**config.mk**
```make
export PLATFORM = sky130hd
export DESIGN_NAME = weighted_server_task_dispatch_top
export DESIGN_NICKNAME = d
export VERILOG_FILES = /design/src/rtl/wstd_pkg.sv /design/src/rtl/wstd_tcmp.sv /design/src/rtl/wstd_srv.sv /design/src/rtl/wstd_ctrl.sv /design/src/rtl/weighted_server_task_dispatch_top.sv
export SDC_FILE = /design/constraint.sdc
export NUM_CORES = 2
export LEC_CHECK = 0
export BUFFER_PORTS_ARGS = -buffer_cell sky130_fd_sc_hd__buf_2
export CAP_MARGIN = 15
export CORE_ASPECT_RATIO = 1.5
export CORE_MARGIN = 5
export CORE_UTILIZATION = 60
export CTS_CLUSTER_DIAMETER = 100
export DETAILED_ROUTE_END_ITERATION = 10
export PLACE_DENSITY_LB_ADDON = 0.08
export REMOVE_ABC_BUFFERS = 1
export SLEW_MARGIN = 0
export SYNTH_ARGS = -nofsm -noshare
export SYNTH_HDL_FRONTEND = slang
export SYNTH_SLANG_ARGS = --single-unit
```
**constraint.sdc**
```tcl
create_clock -name clk -period 16.75 [get_ports clk]
set_clock_uncertainty 0.1 [all_clocks]
set_input_delay 3.35 -clock clk [delete_from_list [all_inputs] [get_ports clk]]
set_output_delay 3.35 -clock clk [all_outputs]
set_load 0.01 [all_outputs]
```
**src/rtl/wstd_pkg.sv**
```systemverilog
// ----------------------------------------------------------------------------
// wstd_pkg: shared types, constants and helpers
// sizes, action codes, the storage command bundle and the time arithmetic
// used by the weighted server task dispatcher
// ----------------------------------------------------------------------------
package wstd_pkg;

  localparam int SERVERS   = 16;
  localparam int TIME_BITS = 48;
  localparam int IDX_W     = (SERVERS > 1) ? $clog2(SERVERS) : 1;
  localparam int ACT_W     = 5;
  localparam int ACTION_W  = 2;
  localparam int SEL_W     = 4;
  localparam int WEIGHT_W  = 20;
  localparam int DUR_W     = 20;
  localparam int SRV_W     = 4;
  localparam int CNT_W     = 32;

  localparam int IN_TDATA_W  = 48;
  localparam int OUT_TDATA_W = 56;

  localparam logic [63:0] TIME_MAX64 = {64{1'b1}} >> (64 - TIME_BITS);

  // action codes
  localparam logic [ACTION_W-1:0] ACT_LOAD    = 2'd0;
  localparam logic [ACTION_W-1:0] ACT_SUBMIT  = 2'd1;
  localparam logic [ACTION_W-1:0] ACT_RESTART = 2'd2;

  typedef logic [TIME_BITS-1:0] time_t;
  typedef logic [WEIGHT_W-1:0]  weight_t;
  typedef logic [IDX_W-1:0]     idx_t;

  // write commands from the sequencer to the server file
  typedef struct packed {
    logic    ld_en;
    idx_t    ld_sel;
    weight_t ld_weight;
    logic    clr_all;
    logic    book_en;
    idx_t    book_sel;
    time_t   book_time;
  } srv_cmd_t;

  // start plus duration, saturating at the top of the time range
  function automatic time_t sat_add(time_t a, logic [DUR_W-1:0] d);
    logic [TIME_BITS:0] s;
    s = {1'b0, a} + (TIME_BITS + 1)'(d);
    return s[TIME_BITS] ? {TIME_BITS{1'b1}} : s[TIME_BITS-1:0];
  endfunction

  // arrival time of a task from the task count, clipped to the time range
  function automatic time_t arrive_time(logic [CNT_W-1:0] c);
    logic [63:0] c64;
    c64 = 64'(c);
    if (c64 > TIME_MAX64) begin
      c64 = TIME_MAX64;
    end
    return TIME_BITS'(c64);
  endfunction

  // number of servers taking part, zero acts as one, large values clip
  function automatic logic [ACT_W-1:0] act_count(logic [ACT_W-1:0] a);
    logic [ACT_W-1:0] n;
    n = a;
    if (a == '0) begin
      n = ACT_W'(1);
    end else if (32'(a) > SERVERS) begin
      n = ACT_W'(SERVERS);
    end
    return n;
  endfunction

endpackage

```
**src/rtl/wstd_tcmp.sv**
```systemverilog
// ----------------------------------------------------------------------------
// wstd_tcmp: shared time comparator
// unsigned less-than on two time values, reused by every scan step
// ----------------------------------------------------------------------------
module wstd_tcmp (
  input  wstd_pkg::time_t a,
  input  wstd_pkg::time_t b,
  output logic            lt
);

  assign lt = (a < b);

endmodule

```
**src/rtl/wstd_srv.sv**
```systemverilog
// ----------------------------------------------------------------------------
// wstd_srv: server file
// per-server weight and free time, with valid bits that make an unbooked
// free time read as zero; reads are registered
// ----------------------------------------------------------------------------
module wstd_srv (
  input  logic               clk,
  input  logic               rst_n,
  input  wstd_pkg::srv_cmd_t cmd,
  input  wstd_pkg::idx_t     rd_idx,
  output wstd_pkg::weight_t  rd_weight,
  output wstd_pkg::time_t    rd_free
);

  wstd_pkg::weight_t               weight_r [wstd_pkg::SERVERS];
  wstd_pkg::time_t                 free_r   [wstd_pkg::SERVERS];
  logic [wstd_pkg::SERVERS-1:0]    valid_r;
  logic [wstd_pkg::SERVERS-1:0]    valid_nxt;
  wstd_pkg::weight_t               rd_weight_r;
  wstd_pkg::time_t                 rd_free_r;

  always_comb begin
    valid_nxt = valid_r;
    if (cmd.clr_all) begin
      valid_nxt = '0;
    end else if (cmd.ld_en) begin
      valid_nxt[cmd.ld_sel] = 1'b0;
    end else if (cmd.book_en) begin
      valid_nxt[cmd.book_sel] = 1'b1;
    end
  end

  always_ff @(posedge clk) begin
    if (!rst_n) begin
      valid_r <= '0;
    end else begin
      valid_r <= valid_nxt;
    end
  end

  always_ff @(posedge clk) begin
    if (cmd.ld_en) begin
      weight_r[cmd.ld_sel] <= cmd.ld_weight;
    end
    if (cmd.book_en) begin
      free_r[cmd.book_sel] <= cmd.book_time;
    end
  end

  // registered read, the address is the sequencer's next scan index
  always_ff @(posedge clk) begin
    rd_weight_r <= weight_r[rd_idx];
    rd_free_r   <= valid_r[rd_idx] ? free_r[rd_idx] : '0;
  end

  assign rd_weight = rd_weight_r;
  assign rd_free   = rd_free_r;

  ap_one_write: assert property (@(posedge clk) disable iff (!rst_n)
    !(cmd.book_en && (cmd.ld_en || cmd.clr_all)))
    else $error("booking collides with a load or restart");

  ap_book_valid: assert property (@(posedge clk) disable iff (!rst_n)
    cmd.book_en |=> valid_r[$past(cmd.book_sel)])
    else $error("booked server not marked valid");

  ap_clr_all: assert property (@(posedge clk) disable iff (!rst_n)
    cmd.clr_all |=> valid_r == '0)
    else $error("restart left a booked free time");

endmodule

```
**src/rtl/wstd_ctrl.sv**
```systemverilog
// ----------------------------------------------------------------------------
// wstd_ctrl: dispatch sequencer
// runs the two server scans of a task through the shared time comparator
// and handles load and restart items
// ----------------------------------------------------------------------------
module wstd_ctrl (
  input  logic                                clk,
  input  logic                                rst_n,
  input  logic                                in_valid,
  output logic                                in_ready,
  input  logic [wstd_pkg::ACTION_W-1:0]       in_action,
  input  logic [wstd_pkg::SEL_W-1:0]          in_sel,
  input  wstd_pkg::weight_t                   in_weight,
  input  logic [wstd_pkg::DUR_W-1:0]          in_dur,
  input  logic [wstd_pkg::ACT_W-1:0]          active,
  output wstd_pkg::srv_cmd_t                  cmd,
  output wstd_pkg::idx_t                      rd_idx,
  input  wstd_pkg::weight_t                   rd_weight,
  input  wstd_pkg::time_t                     rd_free,
  output logic                                res_valid,
  input  logic                                res_ready,
  output wstd_pkg::idx_t                      res_server,
  output wstd_pkg::time_t                     res_start
);

  typedef enum logic [4:0] {
    S_IDLE = 5'b00001,
    S_MIN  = 5'b00010,
    S_ADJ  = 5'b00100,
    S_PICK = 5'b01000,
    S_BOOK = 5'b10000
  } state_t;

  state_t                          state_r, state_nxt;
  wstd_pkg::idx_t                  idx_r, idx_nxt;
  wstd_pkg::time_t                 now_r, now_nxt;
  wstd_pkg::time_t                 earliest_r, earliest_nxt;
  wstd_pkg::idx_t                  best_r, best_nxt;
  wstd_pkg::weight_t               best_w_r, best_w_nxt;
  logic                            found_r, found_nxt;
  logic [wstd_pkg::DUR_W-1:0]      dur_r, dur_nxt;
  logic [wstd_pkg::CNT_W-1:0]      count_r, count_nxt;
  logic [wstd_pkg::ACT_W-1:0]      n_r, n_nxt;
  logic                            done_r, done_nxt;

  wstd_pkg::time_t                 cmp_a, cmp_b;
  wstd_pkg::time_t                 arrive;
  logic                            cmp_lt;
  logic                            last;
  logic                            accept;

  wstd_tcmp u_tcmp (
    .a  (cmp_a),
    .b  (cmp_b),
    .lt (cmp_lt)
  );

  assign arrive   = wstd_pkg::arrive_time(count_r);
  assign last     = (wstd_pkg::ACT_W'(idx_r) == n_r - wstd_pkg::ACT_W'(1));
  assign in_ready = (state_r == S_IDLE) && !done_r;
  assign accept   = in_valid && in_ready;
  // read address is the next scan index, the server file registers the read
  assign rd_idx   = idx_nxt;

  // operand select for the shared comparator
  always_comb begin
    case (state_r)
      S_IDLE: begin
        cmp_a = now_r;
        cmp_b = arrive;
      end
      S_MIN: begin
        cmp_a = rd_free;
        cmp_b = earliest_r;
      end
      S_ADJ: begin
        cmp_a = now_r;
        cmp_b = earliest_r;
      end
      S_PICK: begin
        cmp_a = now_r;
        cmp_b = rd_free;
      end
      default: begin
        cmp_a = now_r;
        cmp_b = now_r;
      end
    endcase
  end

  always_comb begin
    state_nxt    = state_r;
    idx_nxt      = idx_r;
    now_nxt      = now_r;
    earliest_nxt = earliest_r;
    best_nxt     = best_r;
    best_w_nxt   = best_w_r;
    found_nxt    = found_r;
    dur_nxt      = dur_r;
    count_nxt    = count_r;
    n_nxt        = n_r;
    done_nxt     = done_r;
    cmd          = '0;

    case (state_r)
      S_IDLE: begin
        if (done_r) begin
          if (res_ready) begin
            done_nxt = 1'b0;
          end
        end else if (accept) begin
          case (in_action)
            wstd_pkg::ACT_LOAD: begin
              if (32'(in_sel) < wstd_pkg::SERVERS) begin
                cmd.ld_en     = 1'b1;
                cmd.ld_sel    = wstd_pkg::IDX_W'(in_sel);
                cmd.ld_weight = in_weight;
              end
            end
            wstd_pkg::ACT_RESTART: begin
              cmd.clr_all = 1'b1;
              now_nxt     = '0;
              count_nxt   = '0;
            end
            wstd_pkg::ACT_SUBMIT: begin
              if (cmp_lt) begin
                now_nxt = arrive;
              end
              dur_nxt      = in_dur;
              n_nxt        = wstd_pkg::act_count(active);
              idx_nxt      = '0;
              earliest_nxt = '1;
              state_nxt    = S_MIN;
            end
            default: begin
            end
          endcase
        end
      end
      // first pass: earliest free time among active servers
      S_MIN: begin
        if (cmp_lt) begin
          earliest_nxt = rd_free;
        end
        if (last) begin
          state_nxt = S_ADJ;
        end else begin
          idx_nxt = idx_r + wstd_pkg::IDX_W'(1);
        end
      end
      // no server free yet: move time to the earliest free time
      S_ADJ: begin
        if (cmp_lt) begin
          now_nxt = earliest_r;
        end
        idx_nxt   = '0;
        found_nxt = 1'b0;
        state_nxt = S_PICK;
      end
      // second pass: free server with the smallest weight, lowest index on ties
      S_PICK: begin
        if (!cmp_lt && (!found_r || (rd_weight < best_w_r))) begin
          best_nxt   = idx_r;
          best_w_nxt = rd_weight;
          found_nxt  = 1'b1;
        end
        if (last) begin
          state_nxt = S_BOOK;
        end else begin
          idx_nxt = idx_r + wstd_pkg::IDX_W'(1);
        end
      end
      S_BOOK: begin
        cmd.book_en   = 1'b1;
        cmd.book_sel  = best_r;
        cmd.book_time = wstd_pkg::sat_add(now_r, dur_r);
        if (count_r != '1) begin
          count_nxt = count_r + wstd_pkg::CNT_W'(1);
        end
        done_nxt  = 1'b1;
        state_nxt = S_IDLE;
      end
      default: begin
        state_nxt = S_IDLE;
      end
    endcase
  end

  assign res_valid  = (state_r == S_IDLE) && done_r;
  assign res_server = best_r;
  assign res_start  = now_r;

  always_ff @(posedge clk) begin
    if (!rst_n) begin
      state_r <= S_IDLE;
      now_r   <= '0;
      count_r <= '0;
      done_r  <= 1'b0;
      found_r <= 1'b0;
    end else begin
      state_r <= state_nxt;
      now_r   <= now_nxt;
      count_r <= count_nxt;
      done_r  <= done_nxt;
      found_r <= found_nxt;
    end
  end

  always_ff @(posedge clk) begin
    idx_r      <= idx_nxt;
    earliest_r <= earliest_nxt;
    best_r     <= best_nxt;
    best_w_r   <= best_w_nxt;
    dur_r      <= dur_nxt;
    n_r        <= n_nxt;
  end

  ap_found: assert property (@(posedge clk) disable iff (!rst_n)
    state_r == S_BOOK |-> found_r)
    else $error("booking without a free server");

  ap_idx_range: assert property (@(posedge clk) disable iff (!rst_n)
    (state_r == S_MIN || state_r == S_PICK) |-> wstd_pkg::ACT_W'(idx_r) < n_r)
    else $error("scan index beyond active servers");

  ap_now_mono: assert property (@(posedge clk) disable iff (!rst_n)
    !(accept && in_action == wstd_pkg::ACT_RESTART) |=> now_r >= $past(now_r))
    else $error("current time moved backward");

  ap_count: assert property (@(posedge clk) disable iff (!rst_n)
    state_r == S_BOOK |=>
      (count_r == $past(count_r) + wstd_pkg::CNT_W'(1)) || ($past(count_r) == '1))
    else $error("task count not advanced");

endmodule

```
**src/rtl/weighted_server_task_dispatch_top.sv**
```systemverilog
// ----------------------------------------------------------------------------
// weighted_server_task_dispatch_top: weighted server task dispatcher
// assigns each submitted task to the free server of least weight and
// reports the server and start time
// ----------------------------------------------------------------------------
//
//   channel   direction  handshake              payload
//   in_       slave      in_tvalid/in_tready    tuser: action; tdata: sel, weight, duration
//   out_      master     out_tvalid/out_tready  tdata: server, start_time
//   cfg_      write      cfg_we                 cfg_wdata: active_servers
//
// - a submitted task runs two scans over the n active servers, one compare
//   per cycle in each, then one time adjust step and one booking step; the
//   scans and the time adjust step share one comparator
// - load, restart and unused action items are done at accept, without a scan
// - reset: synchronous on rst_n low; clears time, task count, free times
//   (through valid bits) and sets active_servers to one; weights stay unset
// - the finished item sits in the output register, so the next item is
//   accepted while a result still waits on out_tready; a new result waits
//   in the sequencer until that register frees up
// ----------------------------------------------------------------------------
module weighted_server_task_dispatch_top (
  input  logic                                 clk,
  input  logic                                 rst_n,
  // input items
  input  logic                                 in_tvalid,
  output logic                                 in_tready,
  input  logic [wstd_pkg::IN_TDATA_W-1:0]      in_tdata,   // server_sel, weight, duration
  input  logic [wstd_pkg::ACTION_W-1:0]        in_tuser,   // action
  // result items
  output logic                                 out_tvalid,
  input  logic                                 out_tready,
  output logic [wstd_pkg::OUT_TDATA_W-1:0]     out_tdata,  // server, start_time
  // configuration
  input  logic                                 cfg_we,
  input  logic [wstd_pkg::ACT_W-1:0]           cfg_wdata   // active_servers
);

  localparam int SEL_LO = 0;
  localparam int WGT_LO = SEL_LO + wstd_pkg::SEL_W;
  localparam int DUR_LO = WGT_LO + wstd_pkg::WEIGHT_W;
  localparam int OUT_PAD = wstd_pkg::OUT_TDATA_W - wstd_pkg::SRV_W - wstd_pkg::TIME_BITS;

  logic [wstd_pkg::ACT_W-1:0]        active_r;
  logic                              out_valid_r;
  logic [wstd_pkg::OUT_TDATA_W-1:0]  out_data_r;

  wstd_pkg::srv_cmd_t   cmd;
  wstd_pkg::idx_t       rd_idx;
  wstd_pkg::weight_t    rd_weight;
  wstd_pkg::time_t      rd_free;
  logic                 res_valid;
  logic                 res_ready;
  wstd_pkg::idx_t       res_server;
  wstd_pkg::time_t      res_start;

  // active server count register
  always_ff @(posedge clk) begin
    if (!rst_n) begin
      active_r <= wstd_pkg::ACT_W'(1);
    end else if (cfg_we) begin
      active_r <= cfg_wdata;
    end
  end

  wstd_ctrl u_ctrl (
    .clk        (clk),
    .rst_n      (rst_n),
    .in_valid   (in_tvalid),
    .in_ready   (in_tready),
    .in_action  (in_tuser),
    .in_sel     (in_tdata[WGT_LO-1:SEL_LO]),
    .in_weight  (in_tdata[DUR_LO-1:WGT_LO]),
    .in_dur     (in_tdata[DUR_LO+wstd_pkg::DUR_W-1:DUR_LO]),
    .active     (active_r),
    .cmd        (cmd),
    .rd_idx     (rd_idx),
    .rd_weight  (rd_weight),
    .rd_free    (rd_free),
    .res_valid  (res_valid),
    .res_ready  (res_ready),
    .res_server (res_server),
    .res_start  (res_start)
  );

  wstd_srv u_srv (
    .clk       (clk),
    .rst_n     (rst_n),
    .cmd       (cmd),
    .rd_idx    (rd_idx),
    .rd_weight (rd_weight),
    .rd_free   (rd_free)
  );

  // output register, refilled as soon as the previous item is taken
  assign res_ready = !out_valid_r || out_tready;

  always_ff @(posedge clk) begin
    if (!rst_n) begin
      out_valid_r <= 1'b0;
    end else if (res_ready) begin
      out_valid_r <= res_valid;
    end
  end

  always_ff @(posedge clk) begin
    if (res_ready && res_valid) begin
      out_data_r <= {{OUT_PAD{1'b0}}, res_start, wstd_pkg::SRV_W'(res_server)};
    end
  end

  assign out_tvalid = out_valid_r;
  assign out_tdata  = out_data_r;

  ap_res_taken: assert property (@(posedge clk) disable iff (!rst_n)
    (res_valid && res_ready) |=> out_tvalid)
    else $error("finished item not loaded into output register");

  ap_hold_busy: assert property (@(posedge clk) disable iff (!rst_n)
    (res_valid && !res_ready) |-> !in_tready)
    else $error("input taken while a result is blocked");

  ap_out_hold: assert property (@(posedge clk) disable iff (!rst_n)
    (out_tvalid && !out_tready) |=> $stable(out_tdata))
    else $error("output item changed while stalled");

endmodule
```
# Word level (Yosys, flattened, before mapping)
# Memories as Yosys holds them, arrays and structs flattened. A register that Yosys moved wholly into a read port is not among the register bits.
# Cells that the tools add are included.
[word_totals]
out_inout_bits = 58
mem_bits_rw = 1088
n_memories = 2
reg_bits = 262
rom_bits = 0
in_bits = 60
latch_bits = 0
word_cells = 142
[op_classes]
n_reduce_logical = 32
eq_ne = 21
magnitude_cmp = 8
addsub = 4
bitwise_logic = 5
div_mod_pow = 0
multipliers = 0
n_mux = 54
n_shift = 0
[memory_table]
columns = ["memory", "words", "width", "rd", "rd_clocked_by_memory_dff", "write_ports", "line", "rtl"]
rows = [
  ["u_srv.free_r", 16, 48, 1, 1, 1, "wstd_srv.sv:16", "wstd_pkg::time_t free_r [wstd_pkg::SERVERS];"],
  ["u_srv.weight_r", 16, 20, 1, 1, 1, "wstd_srv.sv:15", "wstd_pkg::weight_t weight_r [wstd_pkg::SERVERS];"],
]
[ops]
columns = ["operator", "count"]
rows = [
  ["$mux W48", 10],
  ["$pmux W48 S2", 3],
  ["$pmux W48 S3", 1],
  ["$mux W32", 4],
  ["$mux W26", 3],
  ["$pmux W32 S2", 1],
  ["$mux W53", 1],
  ["$add A48 B20 Y49", 1],
  ["$lt A48 B48 Y1", 1],
  ["$add A32 B1 Y32 const B", 1],
  ["$mux W16", 2],
  ["$ne A32 B32 Y1 const B", 1],
  ["$mux W5", 6],
  ["$mux W25", 1],
  ["$lt A20 B20 Y1", 1],
  ["$pmux W5 S4", 1],
  ["$and A16 B16 Y16", 1],
  ["$mux W4", 4],
  ["$not A16 Y16", 1],
  ["$or A16 B16 Y16", 1],
  ["$lt A4 B5 Y1 const B", 3],
  ["$reduce_and A5 Y1", 3],
  ["$ne A2 B1 Y1 const B", 7],
  ["$pmux W4 S3", 1],
  ["other kinds (30)", 65],
]

# Depth between registers and ports, before layout
[depth]
depth_word = 13
ltp_mapped = 19

# Modules after synthesis
# A second synthesis with hierarchy kept.
[hier_totals]
cells_unflattened = 3397
area_unflattened_um2 = 57710.3
[by_module_without_submodules]
columns = ["mod", "area_per_inst_um2", "seq_area_each_um2", "instances", "cells_each"]
rows = [
  ["wstd_srv", 43056.3, 34352.9, 1, 1820],
  ["wstd_ctrl", 11654.9, 4734.5, 1, 1340],
  ["weighted_server_task_dispatch_top", 1836.8, 1681.6, 1, 78],
  ["wstd_tcmp", 1162.4, 0.0, 1, 159],
]

# Worst setup path after synthesis
# No wires, ideal clock.
[synth_timing]
path_kind = "input to register"
start = "in in_tuser[1] (netlist bit)"
end = "reg u_ctrl.earliest_r[0] (enable)"
path_slack_ps = 8794
required_time_ps = 16130
stages = 5
n_path_buf = 1
arrival_ps = 7336
cell_sequence = "inv_1 > ha_1 > clkbuf_1 > nand2_1 > o21ai_0"
[synth_via]
elab_chain_len = 3
[synth_lines]
columns = ["item", "line", "rtl"]
rows = [
  ["start: declaration", "weighted_server_task_dispatch_top.sv:29", "input logic [wstd_pkg::ACTION_W-1:0] in_tuser,"],
  ["$eq A2 B1 Y1", "wstd_ctrl.sv:112", "case (in_action)"],
  ["$ne A2 B2 Y1 (no source line)", "-", ""],
  ["$reduce_and A5 Y1 (no source line)", "-", ""],
  ["end signal: assignment", "wstd_ctrl.sv:211", "earliest_r <= earliest_nxt;"],
  ["end: declaration", "wstd_ctrl.sv:37", "wstd_pkg::time_t earliest_r, earliest_nxt;"],
]
# No other way between the ends.
# A chain may end at the register's enable or synchronous reset.

# Worst setup path after layout
[layout_timing]
start = "in in_tuser[1] (netlist bit)"
end = "reg u_srv.rd_free_r[45] (netlist: u_srv.rd_free[45]) (read register of u_srv.free_r)"
[layout_via]
elab_chain_len = 8
[layout_lines]
columns = ["item", "line", "rtl"]
rows = [
  ["$eq A2 B1 Y1 (*)", "wstd_ctrl.sv:112", ""],
  ["$mux W4 (*)", "wstd_ctrl.sv:112", ""],
  ["$mux W4 (*)", "wstd_ctrl.sv:111", "end else if (accept) begin"],
  ["$mux W4 (*)", "wstd_ctrl.sv:107", "if (done_r) begin"],
  ["$pmux W4 S3 (*)", "wstd_ctrl.sv:105", "case (state_r)"],
  ["$bmux W1 S4", "wstd_srv.sv:53", "rd_free_r <= valid_r[rd_idx] ? free_r[rd_idx] : '0;"],
  ["$mux W1 (not written as such)", "wstd_srv.sv:53", ""],
  ["$logic_not A1 Y1 (no source line)", "-", ""],
  ["end: declaration", "wstd_srv.sv:20", "wstd_pkg::time_t rd_free_r;"],
]
# Mark *: on every way between the ends. The rest lies on a longest branch, timed or not. The select of a mux whose other input is x is not followed.

==> reports/results.txt <==
status - finished, final reports clean
H-tree Lvls - 4
Post-DP HPWL - 80900 µm
Post-Synthesis Cells - 4426
Final Hold Viols - 0
die area - 0.104 mm²
Setup WS post-layout - 8.11 ns
clk buf depth - 3
IO Pins - 118
# setup viols final - 0
leak pwr - 22.5 nW
vias in the first global route - 36544
Initial DRT Pass Iterations - 9
Worst setup SP type - primary input
highest clock rate - 116 MHz
post-synth top area share - 63.5%
synth unique cells - 80
vias post-DR - 37407
multiplexer share of the synthesized area - 2.79%
initial antenna violation count - 3
WP data arrival - 9.17 ns
DRT Wirelength - 151000 µm
post-layout util - 66.6%
Root Driver - clkbuf_16
VDD IR max - 0.000111 V
most frequent cells in the layout - edfxtp_1 (1237), nand2_1 (911), nand3_1 (259), and3_1 (190), dfxtp_1 (181)
Most common cell on crit path - buf_4
commonest non-fill, non-tap cell in the layout - edfxtp_1
register area share after synthesis - 69.7%
Area Growth Syn to Fin - 10.5%
cts repair resizes - 0
# rows - 140
main combinational cell family by area after synthesis - simple AND/OR/NAND/NOR gates
Die X - 265 µm
Critical Path Fanout Max - 74
Setup Crit Path Kind - primary input to flop
CTS tree - built
Synth Area in Simple Gates - 13.3%
initial core utilization - 60.3%
Max Cap Viol - 0
post-synthesis adder-cell area fraction - 2.04%
Post-Synth XOR/XNOR Area - 1.04%
Max stage delay cell, worst path - buf_4
drt initial violations - 3994
Synth Flop Type - edfxtp_1
Synth Area in Compound Gates - 8.56%
crit share post-route - 51.6%
cts bufs inserted - 134
Final nets - 4645
Synth Area per Inst - 13.2 µm²
Yosys reg bits - 1418
hold_ws - 0.326 ns
Setup Buffers After CTS - 0
Final Max Slew Viols - 0
WL per Instance - 25.8 µm
DRC - 0
crit end category - flop
min-delay worst type - flop to flop
first-pass GRT wire length - 223000 µm
Synth area leaders - edfxtp_1 (63%), dfxtp_1 (6.2%), nand2_1 (5.8%), nand3_1 (2.2%), and3_1 (2.1%)
Die Ht - 393 µm
gp weighted congestion - 0.821
grt total ovfl - 0
Worst-Skew Late Latency - 0.76 ns
Synth async-reset ratio - 0%
core area - 0.0970 mm²
final worst path period need - 8.64 ns
Ys Warns - 0
largest net degree at the start of global routing - 170
Clock Sinks - 1418
Hold-fix buffers, CTS - 0
number of synthesized flops with an enable pin - 1237
pwr/cell area - 109 mW/mm²
mapped cell area - 0.0585 mm²
PortBufs - 109
worst-margin pin slew - 1.16 ns
Top delay family on crit path - buffers and inverters
total negative slack - 0 ns
worst slack, placed - 7.40 ns
share of layout cells above drive strength 1 - 12.2%
Slew HR - 22.3%
crit-path cells - buf_2 > inv_1 > ha_1 > buf_4 > and4bb_1 > buf_4 > nor3_1 > a21oi_2 > buf_4 > and2_4 > buf_4 > buf_4 > buf_4 > mux2i_1 > a32oi_1 > and3_1 > a32o_1
clk slew on worst S/H paths - 0.06 ns
area leader, netlist - edfxtp_1
CP required - 17.28 ns
post-route ant nets - 0
vias per inst - 6.37
worst path bufs/invs - 8
final total power - 0.00702 W
unrepaired setup endpoints after global routing - false
GRT Util Overall - 28.5%
critical path's largest stage delay - 0.83 ns
==> area by class of cell <==
| type | count | area [µm²] |
|---|---|---|
| Clock inverter | 71 | 646 |
| Timing Repair Buffer | 206 | 1300 |
| Clock buffer | 170 | 3650 |
| Fill cell | 6980 | 32400 |
| Tap cell | 1278 | 1600 |
| Sequential cell | 1418 | 40800 |
| Inverter | 51 | 199 |
| Multi-Input combinational cell | 2679 | 16500 |
| Antenna cell | 1 | 2.50 |
==> stage by stage <==
stage / area [µm²] / instances
2_1_floorplan: 57200 / 4148
3_3_place_gp: 60300 / 5627
3_5_place_dp: 60300 / 5627
4_1_cts: 64600 / 5868
5_1_grt: 64700 / 5873
6_report: 64700 / 5874
==> logic make-up (layout without fill, tap and decap cells) <==
family                     count (synthesis)  count (layout)
xor gates and xnor gates                  68              68
other                                      1               5
muxes                                    157             157
adders and majority gates                 95              95
buffers and inverters                    332             498
AOI/OAI and AO/OA                        667             667
and+or+nand+nor                         1688            1688
DFF                                     1418            1418
==> path summary, 6_finish.rpt <==
check | start | to | slack (ns) | depth (start not counted)
worst max-delay path | in_tuser[1] | u_srv.rd_free[45] | 8.11 | 17
worst min-delay path | u_srv.rd_weight[0] | u_ctrl.best_w_r[0] | 0.33 | 0
worst min register to register | u_srv.rd_weight[0] | u_ctrl.best_w_r[0] | 0.33 | 0
worst max register to register | u_ctrl.state_r[4] | u_ctrl.best_w_r[8] | 10.33 | 16
==> flip-flops by register name, summed over array words and instances (netlist names), 16 cells and up <==
name               count
u_srv.free_r         768
u_srv.weight_r       320
out_tdata             52
u_ctrl.earliest_r     48
u_ctrl.res_start      48
u_srv.rd_free         48
u_ctrl.count_r        32
u_ctrl.best_w_r       20
u_ctrl.dur_r          20
u_srv.rd_weight       20
u_srv.valid_r         16
==> cell usage after synthesis, drive strengths merged (23+ instances only) <==
| master | n |
|---|---|
| edfxtp | 1237 |
| nand2 | 911 |
| nand3 | 261 |
| and3 | 193 |
| dfxtp | 181 |
| buf | 157 |
| clkbuf | 124 |
| a21oi | 118 |
| mux2i | 109 |
| nor2 | 99 |
| a32oi | 97 |
| ha | 94 |
| o21ai | 63 |
| inv | 51 |
| or2 | 50 |
| a32o | 48 |
| mux2 | 48 |
| a222oi | 47 |
| a211oi | 46 |
| a31oi | 45 |
| nor3 | 38 |
| xnor2 | 34 |
| a21boi | 33 |
| a21o | 33 |
| and2 | 33 |
| xor2 | 33 |
| o2bb2ai | 32 |
| nand4 | 23 |
==> power breakdown <==
| part | internal, W | switching, W |
|---|---|---|
| combinational | 0.0000670 | 0.000165 |
| clock | 0.00171 | 0.00127 |
| sequential | 0.00380 | 0.00000661 |
==> routing by layer <==
layer  up-vias  part of all wire, %  wire (µm)  GRT usage (%)
met5         -               0.0086         13              0
met4         2                  3.8       5730           10.9
met3       359                  8.2      12400           4.96
met2      1692                   50      75800           48.6
met1     18602                   38      57500           37.1
li1      16752                    -          -              -
==> worst reg2reg max path: stages (launching register included) <==
cell and delay, ns:
dfxtp_1 0.43, or4_1 0.61, nor2_4 0.58, buf_4 0.57, a222oi_1 0.18, a21boi_0 0.17, ha_1 0.35, nand4_1 0.14
nor2_1 0.29, nand3_1 0.21, nor3_1 0.71, o21ai_0 0.37, a31oi_1 0.31, nor2_1 0.17, nor2_1 0.26, o311a_1 0.20
buf_4 0.38
No activity file was read; power rests on OpenSTA's default activity.
